==> src/hw/rtl/idma_pkg.sv <==
`timescale 1ns / 1ps
package idma_pkg;

  localparam logic [1:0] MD_WRITE  = 2'd0;
  localparam logic [1:0] MD_READ   = 2'd1;
  localparam logic [1:0] MD_UPDATE = 2'd2;

  localparam logic [3:0] FF_IDX    = 4'd12;
  localparam logic [7:0] MODE_AUTO = 8'h10;
  localparam logic [15:0] ALL_ONES = 16'hffff;

  // Commands from the controller to the datapath.
  typedef struct packed {
    logic load;
    logic exec;
    logic finish;
  } idma_cmd_t;

  typedef struct packed {
    logic done;
  } idma_stat_t;

  // Page register offset to channel; bit 3 flags a port with no channel.
  function automatic logic [3:0] page_map(input logic [3:0] off);
    logic [3:0] r;
    case (off)
      4'h1: r = 4'd2;
      4'h2: r = 4'd3;
      4'h3: r = 4'd1;
      4'h7: r = 4'd0;
      4'h9: r = 4'd6;
      4'ha: r = 4'd7;
      4'hb: r = 4'd5;
      4'hf: r = 4'd4;
      default: r = 4'b1000;
    endcase
    return r;
  endfunction

endpackage

==> src/hw/rtl/idma_ctrl.sv <==
`timescale 1ns / 1ps
module idma_ctrl
  import idma_pkg::*;
(
  input  logic       clk,
  input  logic       rst,
  input  logic       in_valid,
  output logic       in_stall,
  output logic       out_valid,
  input  logic       out_stall,
  output idma_cmd_t  cmd,
  input  idma_stat_t stat
);

  typedef enum logic [1:0] {S_IDLE, S_EXEC, S_FIN, S_OUT} state_t;
  state_t state;

  assign in_stall = (state != S_IDLE) || (out_valid && out_stall);
  assign cmd.load = in_valid && !in_stall;
  assign cmd.exec = (state == S_EXEC);
  assign cmd.finish = (state == S_FIN);

  always_ff @(posedge clk) begin
    if (rst) begin
      state <= S_IDLE;
      out_valid <= 1'b0;
    end else begin
      if (out_valid && !out_stall) out_valid <= 1'b0;
      case (state)
        S_IDLE: if (cmd.load) state <= S_EXEC;
        S_EXEC: state <= S_FIN;
        S_FIN: if (stat.done) state <= S_OUT;
        S_OUT: begin
          if (!out_valid || !out_stall) begin
            out_valid <= 1'b1;
            state <= S_IDLE;
          end
        end
        default: state <= S_IDLE;
      endcase
    end
  end

endmodule

==> src/hw/rtl/idma_dp.sv <==
`timescale 1ns / 1ps
module idma_dp
  import idma_pkg::*;
(
  input  logic        clk,
  input  logic        rst,
  input  idma_cmd_t   cmd,
  output idma_stat_t  stat,
  input  logic        out_load,
  input  logic [7:0]  vmask,
  input  logic [1:0]  mode,
  input  logic [7:0]  port,
  input  logic [7:0]  data,
  input  logic [7:0]  hw_read_value,
  input  logic [2:0]  channel,
  input  logic [16:0] byte_index,
  input  logic [17:0] byte_count,
  input  logic [2:0]  emulated_channel,
  input  logic        emulated_running,
  output logic [7:0]  read_data,
  output logic        forward_to_hw,
  output logic [16:0] returned_index,
  output logic [23:0] base_address,
  output logic [17:0] remaining_bytes,
  output logic        channel_masked,
  output logic        channel_auto_init
);

  logic [15:0] pshadow [32];
  logic [7:0]  page_sh [8];
  logic [7:0]  mode_sh [8];
  logic [15:0] cur_off [8];
  logic [15:0] cur_rem [8];
  logic [15:0] base_off [8];
  logic [15:0] init_cnt [8];
  logic [7:0]  mask_bits, term_bits, mid_rd, deferred;

  // Latched item.
  logic [1:0]  r_mode;
  logic [7:0]  r_port, r_data, r_hw;
  logic [2:0]  r_ch, r_vch;
  logic [16:0] r_idx;
  logic [17:0] r_cnt;
  logic        r_run;

  // Result staging.
  logic [7:0]  rd;
  logic        fwd;
  logic [16:0] ridx;
  logic        upd_pending;
  logic [2:0]  upd_ch;
  logic [4:0]  upd_reg;

  // Decode of the latched port.
  logic       lo_ctl, hi_ctl, lo_adr, hi_adr, pg;
  logic [4:0] ctl_entry, adr_entry;
  logic [3:0] ctl_idx;
  logic [2:0] adr_ch, cb;
  logic [3:0] pg_ch;
  logic [7:0] grp;
  logic [4:0] ff_entry;
  logic       ff_odd;
  logic [3:0] rd_ch;
  logic       rd_virt;

  always_comb begin
    lo_ctl = (r_port >= 8'h08) && (r_port <= 8'h0f);
    hi_ctl = (r_port >= 8'hd0) && (r_port <= 8'hde);
    lo_adr = (r_port <= 8'h07);
    hi_adr = (r_port >= 8'hc0) && (r_port <= 8'hce);
    pg     = (r_port >= 8'h80) && (r_port <= 8'h8f);
    pg_ch  = page_map(r_port[3:0]);
    if (hi_ctl) begin
      ctl_idx = 4'd8 + {1'b0, r_port[3:1]};
      cb = 3'd4;
    end else begin
      ctl_idx = r_port[3:0];
      cb = 3'd0;
    end
    ctl_entry = {hi_ctl, ctl_idx};
    grp = hi_ctl ? 8'hf0 : 8'h0f;
    if (hi_adr) begin
      adr_entry = {2'b10, r_port[3:1]};
      adr_ch = {1'b1, r_port[3:2]};
    end else begin
      adr_entry = {2'b00, r_port[2:0]};
      adr_ch = {1'b0, r_port[2:1]};
    end
    ff_entry = {hi_adr, FF_IDX};
    ff_odd = pshadow[ff_entry][0];
    if (lo_adr || hi_adr) rd_ch = {1'b0, adr_ch};
    else if (pg) rd_ch = pg_ch;
    else rd_ch = 4'b1000;
    rd_virt = !rd_ch[3] && vmask[rd_ch[2:0]];
  end

  // Clamped address for the channel the pending update names.
  logic [16:0] lim, idxc;
  logic [15:0] clamp;
  always_comb begin
    lim  = {1'b0, init_cnt[upd_ch]} + 17'd1;
    idxc = ({1'b0, cur_off[upd_ch]} > lim) ? lim : {1'b0, cur_off[upd_ch]};
    clamp = base_off[upd_ch] + idxc[15:0];
  end

  logic [15:0] cnt_m1;
  logic [1:0]  vpos;
  logic [7:0]  st_val, tc_bit;
  always_comb begin
    cnt_m1 = 16'((r_cnt - 18'd1) >> (r_ch[2] ? 1 : 0));
    vpos = r_vch[1:0];
    tc_bit = term_bits & (8'd1 << r_vch);
    st_val = r_hw & ~(8'h11 << vpos);
    if (r_run) st_val = st_val | (8'd1 << (4 + vpos));
    st_val = st_val | (r_vch[2] ? (tc_bit >> 4) : tc_bit);
  end

  assign stat.done = 1'b1;

  always_ff @(posedge clk) begin
    if (cmd.load) begin
      r_mode <= mode; r_port <= port; r_data <= data; r_hw <= hw_read_value;
      r_ch <= channel; r_vch <= emulated_channel; r_idx <= byte_index;
      r_cnt <= byte_count; r_run <= emulated_running;
    end
    if (rst) begin
      for (int i = 0; i < 32; i++) pshadow[i] <= '0;
      for (int i = 0; i < 8; i++) begin
        page_sh[i] <= '0; mode_sh[i] <= '0; cur_off[i] <= '0; cur_rem[i] <= '0;
        base_off[i] <= '0; init_cnt[i] <= '0;
      end
      mask_bits <= '0; term_bits <= '0; mid_rd <= '0; deferred <= '0;
      upd_pending <= 1'b0;
      upd_ch <= '0; upd_reg <= '0;
      rd <= '0; fwd <= 1'b0; ridx <= '0;
    end else if (cmd.exec) begin
      rd <= '0; fwd <= 1'b0; ridx <= '0; upd_pending <= 1'b0;
      case (r_mode)
        MD_WRITE: begin
          rd <= r_data; fwd <= 1'b1;
          if (lo_ctl || hi_ctl) begin
            case (ctl_idx)
              4'ha: mask_bits[cb + {1'b0, r_data[1:0]}] <= r_data[2];
              4'hb: mode_sh[cb + {1'b0, r_data[1:0]}] <= r_data & 8'hfc;
              4'hc: pshadow[ff_entry | {hi_ctl, 4'd0}] <= '0;
              4'hd: begin
                pshadow[{hi_ctl, FF_IDX}] <= '0;
                term_bits <= term_bits & ~grp;
                mask_bits <= mask_bits | grp;
              end
              4'he: mask_bits <= mask_bits & ~grp;
              4'hf: mask_bits <= (mask_bits & ~grp) |
                                 (hi_ctl ? {r_data[3:0], 4'd0} : {4'd0, r_data[3:0]});
              default: pshadow[ctl_entry] <= {8'd0, r_data};
            endcase
          end else if (lo_adr || hi_adr) begin
            pshadow[ff_entry] <= pshadow[ff_entry] + 16'd1;
            if (!ff_odd) begin
              mid_rd[adr_ch] <= 1'b1;
              pshadow[adr_entry] <= {pshadow[adr_entry][15:8], r_data};
            end else begin
              pshadow[adr_entry] <= {r_data, pshadow[adr_entry][7:0]};
              mid_rd[adr_ch] <= 1'b0;
              deferred[adr_ch] <= 1'b0;
              if (!adr_entry[0]) begin
                cur_off[adr_ch] <= '0;
                base_off[adr_ch] <= {r_data, pshadow[adr_entry][7:0]};
              end else begin
                cur_rem[adr_ch] <= {r_data, pshadow[adr_entry][7:0]};
                init_cnt[adr_ch] <= {r_data, pshadow[adr_entry][7:0]};
              end
            end
          end else if (pg && !pg_ch[3]) begin
            page_sh[pg_ch[2:0]] <= r_data;
            cur_off[pg_ch[2:0]] <= '0;
          end
        end
        MD_READ: begin
          if (rd_virt) begin
            if (lo_adr || hi_adr) begin
              pshadow[ff_entry] <= pshadow[ff_entry] + 16'd1;
              if (!ff_odd) begin
                mid_rd[adr_ch] <= 1'b1;
                rd <= pshadow[adr_entry][7:0];
              end else begin
                rd <= pshadow[adr_entry][15:8];
                mid_rd[adr_ch] <= 1'b0;
                if (deferred[adr_ch]) begin
                  deferred[adr_ch] <= 1'b0;
                  upd_pending <= 1'b1;
                  upd_ch <= adr_ch;
                  upd_reg <= {adr_entry[4:1], 1'b0};
                end
              end
            end else begin
              rd <= page_sh[rd_ch[2:0]];
            end
          end else begin
            fwd <= 1'b1;
            if ((r_port == 8'h08 && !r_vch[2]) || (r_port == 8'hd0 && r_vch[2])) begin
              rd <= st_val;
              term_bits <= term_bits & ~tc_bit;
            end else begin
              rd <= r_hw;
            end
          end
        end
        MD_UPDATE: begin
          upd_ch <= r_ch;
          upd_reg <= {r_ch[2], 1'b0, r_ch[1:0], 1'b0};
          if (r_cnt == 18'd0) begin
            term_bits[r_ch] <= 1'b1;
            if ((mode_sh[r_ch] & MODE_AUTO) != 8'd0) begin
              cur_off[r_ch] <= '0; cur_rem[r_ch] <= init_cnt[r_ch];
              ridx <= '0;
            end else begin
              cur_off[r_ch] <= 16'(r_idx >> (r_ch[2] ? 1 : 0));
              cur_rem[r_ch] <= ALL_ONES;
              ridx <= r_ch[2] ? {r_idx[16:1], 1'b0} : {1'b0, r_idx[15:0]};
            end
          end else begin
            cur_off[r_ch] <= 16'(r_idx >> (r_ch[2] ? 1 : 0));
            cur_rem[r_ch] <= cnt_m1;
            ridx <= r_ch[2] ? {r_idx[16:1], 1'b0} : {1'b0, r_idx[15:0]};
          end
          if (mid_rd[r_ch]) deferred[r_ch] <= 1'b1;
          else upd_pending <= 1'b1;
        end
        default: ;
      endcase
    end else if (cmd.finish && upd_pending) begin
      // Refresh the address and count shadows from the progress state.
      pshadow[upd_reg] <= clamp;
      pshadow[upd_reg + 5'd1] <= cur_rem[upd_ch];
      upd_pending <= 1'b0;
    end
  end

  // Register pair for channel c: 2c for 0-3, 8+2c (entries 16..22) for 4-7.

  logic [17:0] rem_w;
  logic        size2;
  always_comb begin
    size2 = r_ch[2];
    if (cur_rem[r_ch] == ALL_ONES && term_bits[r_ch]) rem_w = '0;
    else rem_w = ({2'b0, cur_rem[r_ch]} + 18'd1) << (size2 ? 1 : 0);
  end

  always_ff @(posedge clk) begin
    if (out_load) begin
      read_data <= rd;
      forward_to_hw <= fwd;
      returned_index <= ridx;
      base_address <= {page_sh[r_ch], 16'd0} |
                      ({8'd0, base_off[r_ch]} << (size2 ? 1 : 0));
      remaining_bytes <= rem_w;
      channel_masked <= mask_bits[r_ch];
      channel_auto_init <= mode_sh[r_ch][4];
    end
  end

endmodule

==> src/hw/rtl/isa_dma_controller_shadow_core.sv <==
`timescale 1ns / 1ps
// Shadow of a cascaded 8237-style DMA controller pair with eight channels.
// Each transfer on the input channel is a port write, a port read or a
// progress update, and produces exactly one result. An item goes through
// capture, one state update step, a shadow refresh step that also loads
// the output register, and raising the output valid; the sequencer handles
// one item at a time, and a stalled result holds off the next input.
// The virtualized channel mask may be written only while the block is idle.
module isa_dma_controller_shadow_core
  import idma_pkg::*;
#(
  parameter int NUM_CHANNELS = 8
) (
  input  logic        clk,
  input  logic        rst,
  input  logic        cfg_valid,
  output logic        cfg_ready,
  input  logic [NUM_CHANNELS-1:0] cfg_data,
  input  logic        in_valid,
  output logic        in_stall,
  input  logic [1:0]  mode,
  input  logic [7:0]  port,
  input  logic [7:0]  data,
  input  logic [7:0]  hw_read_value,
  input  logic [2:0]  channel,
  input  logic [16:0] byte_index,
  input  logic [17:0] byte_count,
  input  logic [2:0]  emulated_channel,
  input  logic        emulated_running,
  output logic        out_valid,
  input  logic        out_stall,
  output logic [7:0]  read_data,
  output logic        forward_to_hw,
  output logic [16:0] returned_index,
  output logic [23:0] base_address,
  output logic [17:0] remaining_bytes,
  output logic        channel_masked,
  output logic        channel_auto_init
);

  logic [7:0] vmask;
  idma_cmd_t  cmd;
  idma_stat_t stat;

  assign cfg_ready = 1'b1;

  always_ff @(posedge clk) begin
    if (rst) vmask <= '0;
    else if (cfg_valid) vmask <= 8'(cfg_data);
  end

  idma_ctrl u_ctrl (
    .clk(clk), .rst(rst), .in_valid(in_valid), .in_stall(in_stall),
    .out_valid(out_valid), .out_stall(out_stall), .cmd(cmd), .stat(stat)
  );

  idma_dp u_dp (
    .clk(clk), .rst(rst), .cmd(cmd), .stat(stat),
    .out_load(cmd.finish), .vmask(vmask),
    .mode(mode), .port(port), .data(data), .hw_read_value(hw_read_value),
    .channel(channel), .byte_index(byte_index), .byte_count(byte_count),
    .emulated_channel(emulated_channel), .emulated_running(emulated_running),
    .read_data(read_data), .forward_to_hw(forward_to_hw),
    .returned_index(returned_index), .base_address(base_address),
    .remaining_bytes(remaining_bytes), .channel_masked(channel_masked),
    .channel_auto_init(channel_auto_init)
  );

endmodule
==> config.mk <==
export PLATFORM = sky130hd
export DESIGN_NAME = isa_dma_controller_shadow_core
export DESIGN_NICKNAME = d
export VERILOG_FILES = /design/src/hw/rtl/idma_pkg.sv /design/src/hw/rtl/idma_ctrl.sv /design/src/hw/rtl/idma_dp.sv /design/src/hw/rtl/isa_dma_controller_shadow_core.sv
export SDC_FILE = /design/constraint.sdc
export NUM_CORES = 2
export LEC_CHECK = 0
export BUFFER_PORTS_ARGS = -buffer_cell sky130_fd_sc_hd__buf_2
export CAP_MARGIN = 0
export CORE_MARGIN = 2
export CORE_UTILIZATION = 40
export DETAILED_ROUTE_END_ITERATION = 16
export GPL_TIMING_DRIVEN = 0
export SYNTH_ARGS = -nofsm -noshare
export SYNTH_HDL_FRONTEND = slang
export SYNTH_SLANG_ARGS = --single-unit
==> constraint.sdc <==
create_clock -name clk -period 16.2 [get_ports clk]
set_input_delay 3.24 -clock clk [delete_from_list [all_inputs] [get_ports clk]]
set_output_delay 3.24 -clock clk [all_outputs]
set_load 0.02 [all_outputs]
==> run summary <==
largest net degree at the start of global routing - 44
CTS Buffer Depth - 3
Post-synth EDFFs - 1010
cts bufs inserted - 120
clock share of power - 32.1%
Crit path largest cell delay - 790 ps
CTS HTree Levels - 3
Place WS - 4890 ps
Vert. Die Dim - 377 um
switching power - 0.00318 W
Pre-antenna DRT Iters - 8
Switching Fraction - 35.4%
final worst path period need - 11530 ps
hold buffers post-CTS - 0
Initial Util - 40.4%
Hold/Removal Path Class - flip-flop to flip-flop
Hold Crit Depth - 0
Max-cap violations - 2
CTS clk-pin slew, worst paths - 60 ps
port buffer count - 150
fmax - 0.0868 GHz
commonest non-fill, non-tap cells in the layout - edfxtp_1 (1010), nor2_1 (733), mux4_2 (291), nand2_1 (289), clkbuf_1 (253)
RSZ-0062 raised after global routing - no
Critical Path RT - 16680 ps
crit path DAT - 12010 ps
post-CTS setup buffer count - 0
I/O Pins - 154
final core occ - 45.6%
Synthesis Warnings - 0
width of the die - 377 um
die area - 142000 um2
status - finished with violations
kind of critical path - flip-flop to flip-flop
half-perimeter wire length after detailed placement - 146 mm
CORE AREA - 138000 um2
CTS sink count - 1093
total number of vias - 41200
initial antenna violation count - 13
Vias/cell - 6.30
DP Area - 58700 um2
Critical Path Fanout Max - 10
drt wl/cell - 31.1 um
crit path capture type - flip-flop
worst slew pin tran - 1510 ps
Final TNS setup - 0 ps
fillcell total - 12500
Pwr per Cell Area - 143 nW/um2
Max Slew Vio Count - 11
Comb pwr share - 29.9%
post-route ant nets - 0
vias in the first global route - 39300
Area Overhead vs Synth - 13.1%
syn_nets - 4487
1st-iter DRT viols - 5784
R2R cell count - 34
Reg power frac - 38.0%
clk_skew - 68.3 ps
maximum VDD drop - 0.0957 mV
multi-input combinational cell area - 22000 um2
critical path's slowest cell - buf_1
type of origin of the critical path - flip-flop
FF-to-FF setup slack - 4670 ps
Storage cell area - 32000 um2
fraction of layout cells with a size suffix above 1 - 18.5%
post-synthesis cell count - 4355
first-pass GRT wire length - 286 mm
hold path endpoint - u_dp.returned_index[16]
design area - 62800 um2
leakage - 22.0 nW
aggregate global-route resource usage - 28.2%
CTS tree - built
nets@finish - 4764
FF+latch count, synth - 1093
Power Total - 0.00899 W
final hold viol count - 0
Post-Syn Area - 55500 um2
CTS resizes - 0
internal power - 0.00580 W
hold_sp - u_dp.ridx[16]
root buffer cell - clkbuf_16
register area share after synthesis - 57.6%
most common cell after layout, fill and taps aside - edfxtp_1
Syn Area/Cell - 12.8 um2
failing checks - max-capacitance violations, max-slew violations
Final Cycle Share - 71.2%
FFs w/ async S/R, synth - 0%
synth unique cells - 101
residual DRC count - 0
worst rel slew slack - -0.814%
clock latency at the later pin of the worst-skew pair - 790 ps
drt total wl - 203 mm
reg2reg end - u_dp.pshadow[6][14]
final setup vio count - 0
row cnt - 136
grt total ovfl - 0
Final WS setup - 4670 ps
most frequent CP cell - buf_2
routability cong. - 0.978
Synth Flop Type - edfxtp_1
[layer usage]
metal  routed length [um]  vias up  track usage, %
met5                   12        -               0
li1                     -    17100               -
met1                79900    20900            38.6
met4                 9280        2            11.3
met3                23000      408            6.37
met2                91100     2759            43.4
[critical path, delay by kind of cell, from the launching register on]
| kind | cells | cell delay [ps] |
|---|---|---|
| compound gates | 12 | 2670 |
| mux | 1 | 290 |
| xor+xnor | 2 | 400 |
| flops | 1 | 450 |
| fa+ha+maj | 3 | 1010 |
| buf+inv | 9 | 4200 |
| simple gates | 7 | 2140 |
[cells by family (layout without fill, tap and decap cells)]
kind of cell    Yosys count  count (layout)  share of synthesized area (%)
simple gates           1559            1559                           12.9
buf+inv                 375             757                           2.89
xor+xnor                 69              69                           1.09
mux                     543             543                           16.5
fa+ha+maj                51              51                           1.16
flops                  1093            1093                           57.6
other cells               1               6                        0.00675
compound gates          664             664                           7.80
[power by group through the flow]
stage / Combinational, W / Sequential [W] / Clock [W]
2_1_floorplan: 0.00152 / 0.00348 / 0
3_3_place_gp: 0.00256 / 0.00348 / 0
3_5_place_dp: 0.00260 / 0.00347 / 0
4_1_cts: 0.00261 / 0.00341 / 0.00290
5_1_grt: 0.00277 / 0.00343 / 0.00300
6_report: 0.00268 / 0.00342 / 0.00289
[cell usage after synthesis, drive strengths merged, types with 5 or more instances]
library cell / instances / area, um2
a211oi: 40 / 318
a21o: 13 / 97.6
a21oi: 160 / 820
a221oi: 11 / 109
a222oi: 5 / 50.1
a22oi: 29 / 251
a311oi: 9 / 78.8
a31o: 6 / 52.6
a31oi: 25 / 156
and2: 131 / 820
and3: 104 / 651
buf: 113 / 619
clkbuf: 232 / 871
dfxtp: 83 / 1660
edfxtp: 1010 / 30300
ha: 50 / 626
inv: 29 / 109
mux2: 75 / 848
mux2i: 177 / 1780
mux4: 291 / 6550
nand2: 297 / 1130
nand2b: 56 / 350
nand3: 65 / 330
nand3b: 11 / 82.6
nand4: 17 / 106
nor2: 735 / 2770
nor2b: 20 / 128
nor3: 42 / 210
nor4: 19 / 125
o211ai: 14 / 119
o21ai: 124 / 628
o221ai: 7 / 61.3
o22a: 5 / 43.8
o22ai: 164 / 1040
o31ai: 8 / 60.1
or2: 18 / 113
or3: 21 / 131
or4: 6 / 48.8
xnor2: 38 / 333
xor2: 31 / 272
[cell type report]
cell class                      instances  share of cell area (%)
Clock buffer                          154                    5.19
Timing Repair Buffer                  155                    1.33
Tap cell                             1794                    3.57
Clock inverter                         73                    1.37
Multi-Input combinational cell       2887                    35.0
Buffer                                345                    2.37
Sequential cell                      1093                    50.9
Inverter                               30                   0.183
Antenna cell                            5                  0.0199
[registers in the layout (all words and copies together), names as in the netlist, 17 cells and up, named ones only]
name                  flops
u_dp.r_idx               17
u_dp.init_cnt           128
u_dp.page_sh             64
u_dp.returned_index      17
u_dp.base_address        24
u_dp.base_off           128
u_dp.remaining_bytes     18
u_dp.ridx                17
u_dp.cur_off            128
u_dp.r_cnt               18
u_dp.pshadow            288
u_dp.cur_rem            128
[stage by stage]
stage | hold slack (ps) | cells
after floorplan | 409 | 4355
after global placement | 413 | 6299
after detailed placement | 418 | 6303
after CTS | 433 | 6530
after global routing | 437 | 6531
final | 432 | 6536
[worst max path at each step]
stage	end	slack (ps)	depth (start not counted)
final	u_dp.pshadow[6][14]	4670	34
after CTS	u_dp.pshadow[6][14]	4860	34
after global routing	u_dp.pshadow[4][14]	4250	34
after global placement	u_dp.pshadow[6][14]	5040	34
after floorplan	u_dp.pshadow[16][14]	8230	33
after detailed placement	u_dp.pshadow[6][14]	4890	34
(Power assumes the default switching activity.)
